<file path="config.mk">
export PLATFORM = sky130hd
export DESIGN_NAME = anaglyph_pixel_merge_top
export DESIGN_NICKNAME = d
export VERILOG_FILES = /design/src/rtl/apm_pkg.sv /design/src/rtl/anaglyph_pixel_merge_top.sv
export VERILOG_INCLUDE_DIRS = /design/src /design/src/rtl
export SDC_FILE = /design/constraint.sdc
export NUM_CORES = 1
export LEC_CHECK = 0
export BUFFER_PORTS_ARGS = -buffer_cell sky130_fd_sc_hd__clkbuf_2
export CAP_MARGIN = 25
export CELL_PAD_IN_SITES_DETAIL_PLACEMENT = 1
export CELL_PAD_IN_SITES_GLOBAL_PLACEMENT = 1
export CORE_MARGIN = 3
export CORE_UTILIZATION = 46
export CTS_CLUSTER_SIZE = 28
export DETAILED_ROUTE_END_ITERATION = 8
export GPL_TIMING_DRIVEN = 0
export PLACE_DENSITY = 0.81
export SLEW_MARGIN = 15
export SYNTH_ARGS = -nofsm -noshare
export SYNTH_HDL_FRONTEND = slang
export SYNTH_SLANG_ARGS = --single-unit
</file>
<file path="constraint.sdc">
create_clock -name clk -period 3 [get_ports clk]
set_input_delay 0.6 -clock clk [delete_from_list [all_inputs] [get_ports clk]]
set_output_delay 0.6 -clock clk [all_outputs]
set_load 0.01 [all_outputs]
</file>
<file path="src/rtl/anaglyph_pixel_merge_top_assert.svh">
// Assertion macros for the anaglyph pixel merge block.
// Used by anaglyph_pixel_merge_top.sv; has no other dependencies.
`ifndef ANAGLYPH_PIXEL_MERGE_TOP_ASSERT_SVH
`define ANAGLYPH_PIXEL_MERGE_TOP_ASSERT_SVH

// Same-cycle implication, disabled while reset is asserted.
`define APM_ASSERT_NOW(label, clk, rst_n, ante, cons, msg) \
    label: assert property (@(posedge clk) disable iff (!rst_n) (ante) |-> (cons)) \
        else $error(msg);

// Next-cycle implication, disabled while reset is asserted.
`define APM_ASSERT_NEXT(label, clk, rst_n, ante, cons, msg) \
    label: assert property (@(posedge clk) disable iff (!rst_n) (ante) |=> (cons)) \
        else $error(msg);

`endif

</file>
<file path="src/rtl/apm_pkg.sv">
// Shared types and constants of the anaglyph pixel merge block.
// No dependencies.
`timescale 1ns / 1ps

package apm_pkg;

    localparam int unsigned PIX_W  = 8;
    localparam int unsigned MODE_W = 3;
    localparam int unsigned PROD_W = 24;

    localparam logic [MODE_W-1:0] MODE_TRUE      = 3'd0;
    localparam logic [MODE_W-1:0] MODE_GRAY      = 3'd1;
    localparam logic [MODE_W-1:0] MODE_COLOR     = 3'd2;
    localparam logic [MODE_W-1:0] MODE_HALF      = 3'd3;
    localparam logic [MODE_W-1:0] MODE_OPTIMIZED = 3'd4;
    localparam logic [MODE_W-1:0] MODE_RESET     = MODE_COLOR;

    // Unsigned Q0.16 weights; each set sums to 65536.
    localparam logic [15:0] LUMA_WR = 16'd19595;
    localparam logic [15:0] LUMA_WG = 16'd38470;
    localparam logic [15:0] LUMA_WB = 16'd7471;
    localparam logic [15:0] OPT_WR  = 16'd6553;
    localparam logic [15:0] OPT_WG  = 16'd39322;
    localparam logic [15:0] OPT_WB  = 16'd19661;

    typedef logic [PIX_W-1:0]  pix_t;
    typedef logic [PROD_W-1:0] prod_t;

    // Stage 1: weighted products, plus the channels that pass straight through.
    typedef struct packed {
        prod_t             ly_r;
        prod_t             ly_g;
        prod_t             ly_b;
        prod_t             ry_r;
        prod_t             ry_g;
        prod_t             ry_b;
        prod_t             lo_r;
        prod_t             lo_g;
        prod_t             lo_b;
        pix_t              left_red;
        pix_t              right_green;
        pix_t              right_blue;
        logic [MODE_W-1:0] mode;
    } prod_stage_t;

    // Stage 2: reduced channel values ready for the method select.
    typedef struct packed {
        pix_t              left_luma;
        pix_t              right_luma;
        pix_t              left_opt;
        pix_t              left_red;
        pix_t              right_green;
        pix_t              right_blue;
        logic [MODE_W-1:0] mode;
    } sum_stage_t;

endpackage

</file>
<file path="src/rtl/anaglyph_pixel_merge_top.sv">
// Red-cyan anaglyph pixel merge: three-stage pipeline and mode register.
// Depends on apm_pkg and anaglyph_pixel_merge_top_assert.svh.
//
//  channel   | handshake                 | payload
//  ----------+---------------------------+-------------------------------------
//  pixel in  | start, busy (always low)  | left_red/green/blue, right_red/...
//  config    | cfg_valid, cfg_ready      | merge_mode
//  pixel out | done (one-cycle strobe)   | out_red, out_green, out_blue
//
// One pixel is taken every cycle; each result passes the stage 1, stage 2 and
// stage 3 registers before it appears on done. Stage 1 holds the nine 8x16 products,
// stage 2 the three reduced sums, stage 3 the selected output pixel.
// rst_n clears the stage valid bits and sets the mode register to color.
// The receiver cannot stall, so the pipeline never holds and busy stays low.
`timescale 1ns / 1ps
`include "anaglyph_pixel_merge_top_assert.svh"

module anaglyph_pixel_merge_top
    import apm_pkg::*;
(
    input  logic              clk,
    input  logic              rst_n,
    input  logic              start,
    output logic              busy,
    input  logic [7:0]        left_red,
    input  logic [7:0]        left_green,
    input  logic [7:0]        left_blue,
    input  logic [7:0]        right_red,
    input  logic [7:0]        right_green,
    input  logic [7:0]        right_blue,
    input  logic              cfg_valid,
    output logic              cfg_ready,
    input  logic [2:0]        merge_mode,
    output logic              done,
    output logic [7:0]        out_red,
    output logic [7:0]        out_green,
    output logic [7:0]        out_blue
);

    logic [MODE_W-1:0] mode_reg;
    logic              s1_valid_reg;
    logic              s2_valid_reg;
    logic              s3_valid_reg;
    prod_stage_t       s1_reg;
    prod_stage_t       s1_next;
    sum_stage_t        s2_reg;
    sum_stage_t        s2_next;
    pix_t              red_reg;
    pix_t              red_next;
    pix_t              green_reg;
    pix_t              green_next;
    pix_t              blue_reg;
    pix_t              blue_next;
    logic              accept;

    assign busy      = 1'b0;
    assign cfg_ready = 1'b1;
    assign accept    = start && !busy;

    always_ff @(posedge clk or negedge rst_n)
    begin
        if (!rst_n)
        begin
            mode_reg <= MODE_RESET;
        end
        else if (cfg_valid && cfg_ready)
        begin
            mode_reg <= merge_mode;
        end
    end

    // Stage 1: all products at once, each 8x16 into 24 bits.
    always_comb
    begin
        s1_next.ly_r        = PROD_W'(left_red)    * PROD_W'(LUMA_WR);
        s1_next.ly_g        = PROD_W'(left_green)  * PROD_W'(LUMA_WG);
        s1_next.ly_b        = PROD_W'(left_blue)   * PROD_W'(LUMA_WB);
        s1_next.ry_r        = PROD_W'(right_red)   * PROD_W'(LUMA_WR);
        s1_next.ry_g        = PROD_W'(right_green) * PROD_W'(LUMA_WG);
        s1_next.ry_b        = PROD_W'(right_blue)  * PROD_W'(LUMA_WB);
        s1_next.lo_r        = PROD_W'(left_red)    * PROD_W'(OPT_WR);
        s1_next.lo_g        = PROD_W'(left_green)  * PROD_W'(OPT_WG);
        s1_next.lo_b        = PROD_W'(left_blue)   * PROD_W'(OPT_WB);
        s1_next.left_red    = left_red;
        s1_next.right_green = right_green;
        s1_next.right_blue  = right_blue;
        s1_next.mode        = mode_reg;
    end

    // Stage 2: the weights sum to 65536, so each sum fits in 24 bits and
    // its top byte is the truncated result.
    always_comb
    begin
        prod_t ly_sum;
        prod_t ry_sum;
        prod_t lo_sum;
        ly_sum = s1_reg.ly_r + s1_reg.ly_g + s1_reg.ly_b;
        ry_sum = s1_reg.ry_r + s1_reg.ry_g + s1_reg.ry_b;
        lo_sum = s1_reg.lo_r + s1_reg.lo_g + s1_reg.lo_b;
        s2_next.left_luma   = ly_sum[PROD_W-1:PROD_W-PIX_W];
        s2_next.right_luma  = ry_sum[PROD_W-1:PROD_W-PIX_W];
        s2_next.left_opt    = lo_sum[PROD_W-1:PROD_W-PIX_W];
        s2_next.left_red    = s1_reg.left_red;
        s2_next.right_green = s1_reg.right_green;
        s2_next.right_blue  = s1_reg.right_blue;
        s2_next.mode        = s1_reg.mode;
    end

    // Stage 3: method select. Unused mode codes give a black pixel.
    always_comb
    begin
        case (s2_reg.mode)
            MODE_TRUE:
            begin
                red_next   = s2_reg.left_luma;
                green_next = '0;
                blue_next  = s2_reg.right_luma;
            end
            MODE_GRAY:
            begin
                red_next   = s2_reg.left_luma;
                green_next = s2_reg.right_luma;
                blue_next  = s2_reg.right_luma;
            end
            MODE_COLOR:
            begin
                red_next   = s2_reg.left_red;
                green_next = s2_reg.right_green;
                blue_next  = s2_reg.right_blue;
            end
            MODE_HALF:
            begin
                red_next   = s2_reg.left_luma;
                green_next = s2_reg.right_green;
                blue_next  = s2_reg.right_blue;
            end
            MODE_OPTIMIZED:
            begin
                red_next   = s2_reg.left_opt;
                green_next = s2_reg.right_green;
                blue_next  = s2_reg.right_blue;
            end
            default:
            begin
                red_next   = '0;
                green_next = '0;
                blue_next  = '0;
            end
        endcase
    end

    always_ff @(posedge clk or negedge rst_n)
    begin
        if (!rst_n)
        begin
            s1_valid_reg <= 1'b0;
            s2_valid_reg <= 1'b0;
            s3_valid_reg <= 1'b0;
        end
        else
        begin
            s1_valid_reg <= accept;
            s2_valid_reg <= s1_valid_reg;
            s3_valid_reg <= s2_valid_reg;
        end
    end

    always_ff @(posedge clk)
    begin
        s1_reg    <= s1_next;
        s2_reg    <= s2_next;
        red_reg   <= red_next;
        green_reg <= green_next;
        blue_reg  <= blue_next;
    end

    assign done      = s3_valid_reg;
    assign out_red   = red_reg;
    assign out_green = green_reg;
    assign out_blue  = blue_reg;

    `APM_ASSERT_NOW(a_done_follows_start, clk, rst_n, done, $past(accept, 3), "done without a transfer three cycles before")
    `APM_ASSERT_NEXT(a_true_green_zero, clk, rst_n, s2_valid_reg && (s2_reg.mode == MODE_TRUE), done && (out_green == '0), "true mode must give zero green")
    `APM_ASSERT_NEXT(a_unused_black, clk, rst_n, s2_valid_reg && (s2_reg.mode > MODE_OPTIMIZED), done && (out_red == '0) && (out_green == '0) && (out_blue == '0), "unused mode must give black")
    `APM_ASSERT_NEXT(a_color_red_pass, clk, rst_n, s2_valid_reg && (s2_reg.mode == MODE_COLOR), out_red == $past(s2_reg.left_red), "color mode must pass left red")

endmodule

</file>
Word level (Yosys, flattened, before mapping)
Cells that the tools add are included.
{"block": "totals", "latch_bits": 0, "mem_bits_rw": 0, "mem_count": 0, "mem_bits_ro": 0, "regBits": 309, "output_inout_bits": 27}
{"block": "op_classes", "bitwise_logic": 0, "div": 0, "multipliers": 9, "eq_ne": 4, "muxes": 3, "magnitude_cmp": 0, "n_addsub": 6, "shifts": 0, "reduce_logical": 4}
{"op": "multiplier 8 x 15 -> 23 bit, second input constant", "count": 6}
{"op": "multiplier 8 x 13 -> 21 bit, second input constant", "count": 3}
{"op": "adder 23 x 24 -> 24 bit", "count": 2}
{"op": "adder 24 x 21 -> 24 bit", "count": 2}
{"op": "case mux 8 bit (2 select lines)", "count": 2}
{"op": "adder 21 x 24 -> 24 bit", "count": 1}
{"op": "adder 24 x 23 -> 24 bit", "count": 1}
{"op": "case mux 8 bit (3 select lines)", "count": 1}
{"op": "== test 3 x 2 -> 1 bit, second input constant", "count": 2}
{"op": "OR reduction 3 bit", "count": 2}
{"op": "== test 3 x 1 -> 1 bit, second input constant", "count": 1}
{"op": "== test 3 bit, second input constant", "count": 1}
{"op": "zero test 3 bit", "count": 1}
{"op": "OR reduction 2 bit", "count": 1}

Longest topological paths before layout
Gate-level depths: netlist (run 1).
{"block": "logic_depth", "depth_word": 3, "ltp_mapped": 17}

Worst setup path after synthesis (run 1)
OpenSTA, ideal clock, no wires.
{"block": "synth_timing", "path_type": "input-to-reg", "start": "input port right_blue[5]", "end": "register s1_reg[118] in the netlist's numbering", "t_required_ps": 2928, "path_slack_ps": -1344, "arrival_ps": 4272, "stages": 17, "path_cell_list": "fa_1 inv_1 fa_1 inv_1 fa_1 inv_1 fa_1 inv_1 ha_1 o21a_1 o31a_1 o211ai_1 a21oi_1 o311ai_1 o21ai_1 a21oi_1 xnor2_1"}
{"item": "from (decl)", "line": "anaglyph_pixel_merge_top.sv:30", "text": "input logic [7:0] right_blue,"}
{"item": "to (signal assigned)", "line": "anaglyph_pixel_merge_top.sv:170", "text": "s1_reg <= s1_next;"}
{"item": "to (decl)", "line": "anaglyph_pixel_merge_top.sv:44", "text": "prod_stage_t s1_reg;"}

==> impl_metrics.toml, run 1 <==
[global_routing]
grt_busiest_layer = "met2"
groute.usage.overall_pct = 33.0
grt_pass1_vias = 24300
groute.layer.met1.usage_pct = 36.8
antenna_found_initial = 10
overflow = 0
grtUsageMet2_pct = 59.2
grt_first_pass_wirelength_um = 146000
grt_max_degree = 15
grt.met3_usage_pct = 6.18

[route]
drc = 0
via_count = 23400
dr.first_iter.drc_count = 2049
wl_per_cell_um = 35.1
vias_per_cell = 6.59
wl_um = 124000
detail-route-antenna-nets = 0
first_pass_iters = 5

[status]
violations = "negative setup slack"
status = "complete, but fails checks"

[synth]
syn_area_per_cell_um2 = 10.3
synth_top_area_share_pct = 27.1
ys_ff_latch = 301
netlist_top_cells_area = "ha_1 27%, dfxtp_1 23%, fa_1 19%, inv_1 5.7%, xnor2_1 4.2%"
ys_async_sr_fraction_pct = 1.99
netlist_instances = 2465
ys_seq_area_share_pct = 23.9
synthMuxAreaShare_pct = 0.529
synth-simple-area-share_pct = 6.97
synth_nets = 3303
synthAdderAreaFrac_pct = 45.6
synth_compound_area_share_pct = 11.4
synth_warnings = 0
synth_area_um2 = 25300
synth_top_family_by_area = "adder cells"
yosys.area.top_type = "ha_1"
synth_xor_xnor_area_share_pct = 5.47
ys.flop_type = "dfxtp_1"
synthDistinctLibCells = 80
synth_edf_count = 0

[setup_path]
startpoint_type = "input pin"
critPathBufInv = 5
crit_type = "in2reg"
slowest_delay_ns = 0.55
rrSetupSlack_ns = -0.40
crit_family = "adder cells"
cp-end-kind = "flip-flop"
cp_common_cell = "fa_1"
critPathSlowestCell = "fa_1"
crit_fanout = 7
path_cells = "clkbuf_8 -> fa_1 -> inv_2 -> fa_1 -> inv_1 -> fa_1 -> inv_1 -> fa_1 -> inv_2 -> ha_4 -> o21a_1 -> o31a_1 -> o211ai_1 -> a21oi_2 -> o311ai_2 -> o21ai_1 -> a21oi_2 -> xnor2_2"
worst_ep_arrival_time_ns = 4.88
cp.required_ns = 3.44

[placement]
dp_slack_ns = -2.05
post-dp-hpwl_um = 57100
portBuffers = 79
gp_congestion = 0.884

[timing]
finalHoldViolCount = 0
tns_ns = -80.71
worst_slack_ns = -1.44
period_minus_slack_ns = 4.44
drv_slew = 0
relSlewSlack_pct = 51.4
skew_ns = 0.0320
report.final.setup_viol = 140
rsz0062_at_grt = "true"
fin_hold_ws_ns = 0.134
tightest_slew_ns = 0.711
fmax_mhz = 225
fin_crit_sh_pct = 148

[min_path]
min_path_type = "in2reg"

[clocking]
root_buffer = "clkbuf_16"
tritoncts = "built"
cts_buffer_depth = 3
cts_buffers = 37
clk_pin_slew_worst_paths_ns = 0.07
cts_sinks = 301
worstSkewPairLatency_ns = 0.59
htreeDepth = 2

[final_layout]
nets = 3651
final_cell_mix = "414 x ha_1, 324 x inv_1, 278 x dfxtp_1, 202 x fa_1, 173 x buf_4"
largest_register_ffs = 220
mostFrequentLayoutCell = "ha_1"
area_growth_pct = 36.5
drive_gt1_share_pct = 34.3

[floorplanning]
start_util_pct = 46.8
io_pins = 82
core_area_um2 = 54100
dieArea_um2 = 57900
rows = 85
die_w_um = 241
die_height_um = 241

[job]
drv_cap = 0

[pwr]
power.total_mw = 44.9
vdd_ir_drop_max_uv = 793
p_leak_nw = 16.3
p_per_area_nw_per_um2 = 1300
-- layer usage --
| layer | share of wire (%) | wire (um) | vias up |
|---|---|---|---|
| li1 | - | - | 9098 |
| met1 | 34 | 42300 | 11500 |
| met2 | 47 | 58100 | 1770 |
| met3 | 7.9 | 9890 | 957 |
| met4 | 11 | 14100 | 6 |
| met5 | 0.022 | 27 | - |
-- cells in the mapped netlist (5+ instances only) --
cell	number
inv_1	385
or2_2	8
a21oi_1	126
nand2_1	82
xnor2_1	121
o41ai_2	5
nor2_1	107
nand2b_1	17
o31ai_1	6
ha_1	549
clkbuf_1	12
o211ai_1	8
nor2b_1	27
or3_1	7
dfxtp_1	295
and3_1	12
mux2i_1	10
nand4_1	20
o21ai_1	23
a21o_1	62
a22oi_1	17
nand3_1	32
o21ai_0	74
fa_1	234
o21bai_1	14
o21a_1	19
a31oi_1	10
a211oi_1	16
nor3_1	38
o22ai_1	9
dfrtp_1	5
xor2_1	37
-- path summary, 6_finish.rpt --
check / cells after the start / endpoint / from
hold reg to reg: 0 / s2_reg[2] / s1_reg[2]
hold / removal: 1 / s1_valid_reg / start
max in group asynchronous: 2 / mode_reg[1] / rst_n
min in group asynchronous: 2 / done / rst_n
setup / recovery: 18 / s1_reg[118] / right_blue[5]
setup reg to reg: 10 / s2_reg[42] / s1_reg[11]
-- worst reg2reg max path, cell delays in order, from the launching register on --
cell and delay (ns):
dfxtp_2 0.40, fa_1 0.54, ha_1 0.27, nor3_2 0.22, a211oi_2 0.10, o31a_1 0.33, o2111ai_4 0.29, a31oi_4 0.16
o41a_4 0.43, mux2i_1 0.17, a2111oi_2 0.35
-- stage by stage --
stage,instance area (um^2),std cells,util (%)
6_report,34500,3545,63.8
5_1_grt,34500,3537,63.8
4_1_cts,32400,3464,59.8
3_5_place_dp,27800,3240,51.4
3_3_place_gp,27800,3240,51.4
2_1_floorplan,26600,2465,-
-- layout make-up --
type,instances,area [um^2]
fill,5320,19600
tap,696,871
buffer,17,81.3
inverter,385,1510
multi-input combinational,1762,21700
clock buffer,44,993
clock inverter,23,325
sequential,301,6080
antenna,8,20.0
timing repair buffer,309,2940
-- cells by family (layout without fill, tap and decap cells) --
logic type / count (synthesis) / in the layout
fa+ha+maj: 783 / 783
compound gates: 438 / 438
buf+inv: 402 / 778
simple gates: 368 / 368
flops: 301 / 301
xor+xnor: 158 / 158
mux: 13 / 13
other cells: 2 / 10
-- timing repair --
item,4_1_cts,5_1_grt
buffers inserted,169,103
pin swaps,229,219
gates resized for setup,380,332
endpoints found under the setup margin,129,136
hold endpoints to repair,5,0
hold buffers,1,0
-- report_power, final --
part           switching (mW)  internal [mW]  total [mW]
sequential               1.42           5.72        7.14
clock                    2.21           3.00        5.21
combinational            18.8           13.7        32.6
total                    22.5           22.4        44.9
No activity file was read; power rests on OpenSTA's default activity.
==> run 2: changes to the inputs <==
- CELL_PAD_IN_SITES_DETAIL_PLACEMENT: 1 -> 0
==> run 2 against run 1 <==
The run still ends with negative setup slack left. Global-route usage down 11 points. Clock power down 5.0%. Fmax up 8.4%. Critical path type unchanged. Critical endpoint is now s1_reg[116].
==> impl_metrics.toml, run 2 (synthesized netlist as in run 1, its figures left out) <==
[setup_path]
worst_ep_arrival_time_ns = 4.57
cp_common_cell = "fa_1"
slowest_delay_ns = 0.57
cp.required_ns = 3.47
rrSetupSlack_ns = -0.26
crit_fanout = 3
crit_family = "adder cells"
cp-end-kind = "flip-flop"
critPathBufInv = 5
path_cells = "clkbuf_16 -> fa_1 -> inv_2 -> fa_1 -> inv_1 -> fa_1 -> inv_1 -> fa_1 -> inv_2 -> ha_4 -> o21a_1 -> o31a_1 -> o211ai_1 -> a21oi_2 -> o311ai_2 -> nand2b_1 -> a21oi_2 -> xnor2_2"
crit_type = "in2reg"
critPathSlowestCell = "fa_1"
startpoint_type = "input pin"

[pwr]
power.total_mw = 35.3
vdd_ir_drop_max_uv = 678
p_per_area_nw_per_um2 = 1070
p_leak_nw = 15.7

[global_routing]
groute.usage.overall_pct = 22.1
overflow = 0
grt_first_pass_wirelength_um = 101000
antenna_found_initial = 2
grt_max_degree = 15
grt_pass1_vias = 19400

[timing]
finalHoldViolCount = 0
fmax_mhz = 244
report.final.setup_viol = 108
fin_crit_sh_pct = 137
worst_slack_ns = -1.10
skew_ns = 0.0134
tightest_slew_ns = 0.855
period_minus_slack_ns = 4.10
rsz0062_at_grt = "true"
drv_slew = 0
relSlewSlack_pct = 42.9

[floorplanning]
die_height_um = 241
die_w_um = 241
dieArea_um2 = 57900
io_pins = 82
core_area_um2 = 54100
start_util_pct = 46.8
rows = 85

[final_layout]
largest_register_ffs = 220
final_area_um2 = 33100
nets = 3596
drive_gt1_share_pct = 28.7
area_growth_pct = 30.9
fill_cells = 4107
final_cell_mix = "435 x ha_1, 334 x inv_1, 290 x dfxtp_1, 208 x fa_1, 147 x buf_4"
multi_input_area_um2 = 20800
regArea_um2 = 6070
mostFrequentLayoutCell = "ha_1"

[clocking]
tritoncts = "built"
clk_pin_slew_worst_paths_ns = 0.06
cts_buffers = 38
htreeDepth = 2
cts_buffer_depth = 3
worstSkewPairLatency_ns = 0.56
root_buffer = "clkbuf_16"
cts_sinks = 301

[route]
dr.first_iter.drc_count = 815
drc = 0
first_pass_iters = 5
wl_um = 64400
via_count = 18400
vias_per_cell = 5.27
wl_per_cell_um = 18.5
detail-route-antenna-nets = 0

[status]
status = "complete, but fails checks"
violations = "negative setup slack"

[placement]
dp_slack_ns = -2.02
post-dp-hpwl_um = 48600
place_area_um2 = 27800
portBuffers = 79
gp_congestion = 0.884

[min_path]
min_path_type = "in2reg"

[job]
drv_cap = 0
[run 2: changes by cell type in the layout (fill, tap and decap cells not counted), moves of 11 or more]
cell	delta
xnor2_1	+16
xnor2_2	-13
ha_1	+21
dfxtp_2	-12
ha_4	-13
buf_4	-26
buf_6	-26
dfxtp_1	+12
a21oi_1	+12
o21ai_4	-11
[run 2: final timing paths]
check                                to  cells after the start     startpoint
max                         s1_reg[116]                     18  right_blue[6]
min                        s1_valid_reg                      1          start
max reg2reg                  s2_reg[34]                     10     s1_reg[84]
min reg2reg                  s2_reg[12]                      0     s1_reg[12]
max in group asynchronous   mode_reg[1]                      2          rst_n
min in group asynchronous   mode_reg[2]                      2          rst_n
[run 2: area by class of cell]
cell class | instances | area share (%)
Tap cell | 696 | 2.63
Buffer | 17 | 0.249
Timing Repair Buffer | 253 | 7.25
Sequential cell | 301 | 18.3
Multi-Input combinational cell | 1762 | 62.9
Antenna cell | 2 | 0.0151
Inverter | 385 | 4.55
Clock buffer | 50 | 3.16
Clock inverter | 20 | 0.959
[run 2: where the power goes]
group          internal (mW)  leakage [nW]  total [mW]  switching, mW
combinational           11.3          12.5        23.6           12.3
sequential              5.70          2.55        6.76           1.05
clock                   3.10         0.651        4.95           1.85
[run 2: per-stage QoR]
step / std cells / hold WS, ns / setup TNS, ns / util, %
after floorplan: 2465 / 0.304 / -56.61 / -
after CTS: 3439 / 0.109 / -39.73 / 59.0
after global routing: 3485 / 0.137 / -54.00 / 61.2
after detailed placement: 3240 / 0.312 / -139.41 / 51.4
after global placement: 3240 / 0.310 / -136.34 / 51.4
final: 3486 / 0.145 / -45.08 / 61.2
[run 2: repair_timing]
item	CTS	global route
endpoints found under the setup margin	120	118
setup buffers	135	69
gates resized for setup	328	173
pin swaps	189	183
hold buffers	1	0
hold endpoints to repair	5	0
[run 2: routing by layer]
metal	up-vias	wire (um)	share of wire [%]	GRT usage (%)
met4	0	2510	3.9	8.58
met3	116	2690	4.2	3.01
met1	8924	29000	45	29.6
met2	350	30200	47	36.4
met5	-	0	0	0
li1	8984	-	-	-
